## config.mk

```make
export PLATFORM = sky130hd
export DESIGN_NAME = ppu_slot_alu
export DESIGN_NICKNAME = d
export VERILOG_FILES = /design/src/design/ppu_pkg.sv /design/src/design/ppu_slot_alu.sv
export SDC_FILE = /design/constraint.sdc
export NUM_CORES = 2
export LEC_CHECK = 0
export BUFFER_PORTS_ARGS = -buffer_cell sky130_fd_sc_hd__buf_4
export CAP_MARGIN = 20
export CORE_MARGIN = 1.5
export CORE_UTILIZATION = 35
export DETAILED_ROUTE_END_ITERATION = 10
export GPL_ROUTABILITY_DRIVEN = 0
export PLACE_DENSITY_LB_ADDON = 0.08
export SYNTH_ARGS = -nofsm -noshare
export SYNTH_HDL_FRONTEND = slang
export SYNTH_SLANG_ARGS = --single-unit
```

## constraint.sdc

```tcl
create_clock -name vclk -period 58.1
set_clock_uncertainty 0.1 [all_clocks]
set_input_delay 17.43 -clock vclk [all_inputs]
set_output_delay 17.43 -clock vclk [all_outputs]
set_load 0.1 [all_outputs]
```

## src/design/ppu_pkg.sv

```systemverilog
package ppu_pkg;

  localparam int unsigned PosW   = 24;
  localparam int unsigned FracW  = 17;
  localparam int unsigned SlotW  = 6;
  localparam int unsigned CountW = 7;
  localparam int unsigned DeltaW = 16;
  localparam int unsigned RandW  = 7;
  localparam int unsigned CmdW   = 2;

  localparam logic [CmdW-1:0] CmdSpawn   = 2'd0;
  localparam logic [CmdW-1:0] CmdTick    = 2'd1;
  localparam logic [CmdW-1:0] CmdRead    = 2'd2;
  localparam logic [CmdW-1:0] CmdUnknown = 2'd3;

  localparam logic [FracW-1:0] OneQ16 = 17'd65536;
  localparam logic signed [PosW-1:0] PosMax = 24'sh7FFFFF;
  localparam logic signed [PosW-1:0] PosMin = -24'sh800000;

  typedef enum logic [2:0] {
    StIdle,
    StSearch,
    StTick,
    StCount,
    StDone
  } state_e;

  typedef struct packed {
    logic [CmdW-1:0]          command;
    logic signed [PosW-1:0]   ball_x;
    logic signed [PosW-1:0]   ball_y;
    logic signed [PosW-1:0]   ball_vel_x;
    logic signed [PosW-1:0]   ball_vel_y;
    logic signed [PosW-1:0]   spawn_offset_x;
    logic signed [PosW-1:0]   spawn_offset_y;
    logic [RandW-1:0]         jitter_random;
    logic [RandW-1:0]         shade_random;
    logic [DeltaW-1:0]        delta_time;
    logic [SlotW-1:0]         read_slot;
  } in_word_t;

  typedef struct packed {
    logic [SlotW-1:0]         slot_index;
    logic signed [PosW-1:0]   pos_x;
    logic signed [PosW-1:0]   pos_y;
    logic [FracW-1:0]         brightness;
    logic [FracW-1:0]         alpha;
    logic [FracW-1:0]         life_left;
    logic [CountW-1:0]        live_count;
  } out_word_t;

  typedef struct packed {
    logic signed [PosW-1:0] pos_x;
    logic signed [PosW-1:0] pos_y;
    logic signed [PosW-1:0] vel_x;
    logic signed [PosW-1:0] vel_y;
    logic [FracW-1:0]       shade;
    logic [FracW-1:0]       alpha;
    logic [FracW-1:0]       life;
  } slot_t;

  function automatic logic signed [PosW-1:0] sat24(input logic signed [PosW+1:0] x);
    if (x > $signed({2'b00, PosMax})) begin
      return PosMax;
    end else if (x < $signed({2'b11, PosMin})) begin
      return PosMin;
    end
    return x[PosW-1:0];
  endfunction

  // Divide by ten, rounded to nearest with ties away from zero.
  function automatic logic signed [PosW-1:0] div10_round(input logic signed [PosW-1:0] v);
    logic [PosW:0]    mag;
    logic [PosW+25:0] prod;
    logic [PosW-1:0]  q;
    mag  = v[PosW-1] ? (PosW+1)'(-$signed({v[PosW-1], v})) : {1'b0, v};
    mag  = mag + (PosW+1)'(5);
    prod = (PosW+26)'(mag) * (PosW+26)'(26'd6710887);
    q    = prod[PosW+25:26];
    return v[PosW-1] ? PosW'(-$signed(q)) : q;
  endfunction

endpackage

```

## src/design/ppu_slot_alu.sv

```systemverilog
module ppu_slot_alu (
  input  ppu_pkg::slot_t                 slot_i,
  input  logic [ppu_pkg::DeltaW-1:0]     delta_i,
  output ppu_pkg::slot_t                 slot_o
);
  import ppu_pkg::*;

  logic [FracW-1:0]          life_n;
  logic [FracW+1:0]          fade;
  logic signed [47:0]        px;
  logic signed [47:0]        py;
  logic signed [PosW+1:0]    dx;
  logic signed [PosW+1:0]    dy;

  always_comb begin
    slot_o = slot_i;
    life_n = (slot_i.life > FracW'(delta_i)) ? slot_i.life - FracW'(delta_i) : '0;
    fade   = (19'(delta_i) * 19'd5 + 19'd1) >> 1;
    px     = 48'(slot_i.vel_x) * $signed({1'b0, delta_i}) + 48'sd32768;
    py     = 48'(slot_i.vel_y) * $signed({1'b0, delta_i}) + 48'sd32768;
    dx     = $signed({slot_i.pos_x[PosW-1], slot_i.pos_x[PosW-1], slot_i.pos_x})
             - px[PosW+17:16];
    dy     = $signed({slot_i.pos_y[PosW-1], slot_i.pos_y[PosW-1], slot_i.pos_y})
             - py[PosW+17:16];
    slot_o.life = life_n;
    if (life_n != '0) begin
      slot_o.pos_x = sat24(dx);
      slot_o.pos_y = sat24(dy);
      slot_o.alpha = ({2'b0, slot_i.alpha} > fade) ? slot_i.alpha - fade[FracW-1:0] : '0;
    end
  end
endmodule

```

==> out/qor.txt <==
Total overflow reported by the global router = 0
Cells after Synth = 4009
Wire length per cell after detailed routing = 17.13 µm
Slew Limit Headroom = 27.62%
Number of library cell types mapped by synthesis = 76
Data required time at the worst endpoint = 40.57 ns
IO Port Bufs = 276
Maximum number of pins on one net before global-route repair = 60
Number of sequential cells in the layout = 0
Total cell area at the placement stage = 37150 µm²
Max-cap violations = 0
Post-CTS resize count = 0
Worst hold path depth = 0
Number of pins with negative max-slew slack in the final report = 0
Tightest Pin Transition = 1.086 ns
Sum of negative setup slack = 0 ns
Antenna violations before repair = 1
Hold Violations, Final = 0
Data arrival time of the critical path = 27.58 ns
Via/cell ratio = 4.737
Wire length of the first global-routing pass = 149700 µm
Setup-violating endpoint count in the final report = 0
Fraction of layout cells with a size suffix above 1 = 7.906%
CP max FO = 51
Kind of critical path = input pin to primary output
Outcome = finished, final reports clean
Delay of the slowest cell on the worst path = 0.89 ns
Number of primary I/O pins = 310
Count of clock buffers in the final design = 0
Synth warnings = 0
Width of the chip = 317.0 µm
Post-synthesis cell type with the largest combined area = fa_1
Type of the tightest min-delay check = input pin to primary output
Post-layout nets = 5353
Full die area = 100500 µm²
Combined flip-flop and latch cell area = 0 µm²
Post-CTS Setup Repair Bufs = 0
Initial Util = 35.22%
Capture endpoint of the worst hold path = slot_o[43]
Kind of end point of the critical path = primary output
First-pass detailed-route iteration total = 7
Area of the core = 97990 µm²
Die span in y = 317.0 µm
Setup repair after global routing missed its margin = false
Vias = 25393
Clock period minus final worst setup slack = 45.11 ns
Vias in the first global route = 27208
Library cell contributing the largest single delay on the critical path = a21oi_2
Sequential fraction of the synthesis area = 0%
Final core occ = 37.93%
Total GRT Usage = 18.94%
Post-detail-place hpwl = 71970 µm
Final cycle utilization of the critical path = 77.64%
Non-Filler Cell Area, Final = 37160 µm²
Hold Crit Start = slot_i[43]
Share of Yosys cell area claimed by the top area cell type = 44.31%
CP Launch Type = input pin
Post-synthesis area per instance = 8.609 µm²
Net count of the mapped netlist = 5287
First-iteration detailed-routing DRC count = 939
Number of placement rows = 115
Leading post-synthesis cells by cell area = fa_1, ha_1, inv_1, and2_1, nand2_1
DRC Markers = 0
Final ANT Viol Nets = 0
Total of hold buffers inserted after clock tree synthesis = 0
Area of the mapped netlist = 34510 µm²
Relative area change from synthesis to final layout = 7.678%
Total detailed-routing wirelength = 91850 µm
Achievable frequency = 22.17 MHz
Cell with the most instances on the worst path = fa_1
## metal layers
metal | wire, µm | global-route usage [%] | share of wire [%]
met1 | 41680 | 26.12 | 45
met2 | 48200 | 34.87 | 52
met3 | 1501 | 0.1696 | 1.6
met4 | 468 | 0.9416 | 0.51
met5 | 0 | 0 | 0
## synthesized netlist by cell type, drive strengths merged (3+ instances only)
library cell and number:
or2 6, xnor2 79, nor2 75, a31o 5, nand4 18, nand2 358, nor3 33, o31ai 19
a31oi 9, a41oi 4, and2 479, a21oi 91, nand2b 20, o21a 24, nand3 20, or4 4
nor2b 22, inv 1060, xor2 62, a221o 47, o21bai 10, a2111oi 4, a221oi 6, and4 5
nand3b 3, a211oi 13, buf 75, o211a 4, o2111ai 5, o211ai 4, o31a 7, o21ai 61
fa 764, a21o 63, clkbuf 140, or3 8, and3 13, ha 351, a211o 6
## per-stage QoR
step	hold slack [ns]	setup slack [ns]	std cells
3_3_place_gp	34.76	13.21	5359
6_report	34.76	12.99	5361
3_5_place_dp	34.76	13.09	5359
4_1_cts	34.76	13.08	5359
5_1_grt	34.76	12.39	5360
2_1_floorplan	34.97	14.21	4009
## kinds of logic after synthesis
family | synth area share [%]
AOI/OAI and AO/OA | 8.396
muxes | 0.06525
xor gates and xnor gates | 3.600
adders and majority gates | 57.04
and+or+nand+nor | 16.26
buffers and inverters | 14.64
## placed cells by master (no fill, tap or decap), types with 10 or more instances in the layout
cell      count
nor3_1       30
nand4_1      18
nand2b_1     20
a221o_2      20
a21oi_1      89
a21o_1       62
a221o_1      27
nor2b_1      22
xor2_1       62
o31ai_1      18
o21ai_0      61
ha_1        351
fa_1        764
and3_1       13
nand2_1     358
o21bai_1     10
o21a_1       24
and2_1      478
a211oi_1     13
inv_1      1060
xnor2_1      78
nand3_1      20
nor2_1       75
buf_4       279
## critical path, delay by kind of cell
kind	cells	cell delay, ns
AOI/OAI and AO/OA	13	4.00
adders and majority gates	8	3.62
and+or+nand+nor	7	1.17
buffers and inverters	7	1.13
xor gates and xnor gates	1	0.17
## worst max-delay path by stage
| stage | slack, ns | from | endpoint | cells past startpoint |
|---|---|---|---|---|
| floorplan | 14.21 | delta_i[10] | slot_o[126] | 37 |
| global placement | 13.21 | delta_i[9] | slot_o[135] | 36 |
| detailed placement | 13.09 | delta_i[9] | slot_o[141] | 36 |
| CTS | 13.08 | delta_i[9] | slot_o[141] | 36 |
| global route | 12.39 | delta_i[9] | slot_o[144] | 36 |
| finish | 12.99 | delta_i[9] | slot_o[142] | 36 |
## final cells by class
type,count,area [µm²]
antenna,1,2.502
fill,10316,60820
inverter,1060,3979
multi-input combinational,2734,29480
tap,1287,1610
timing repair buffer,279,2095
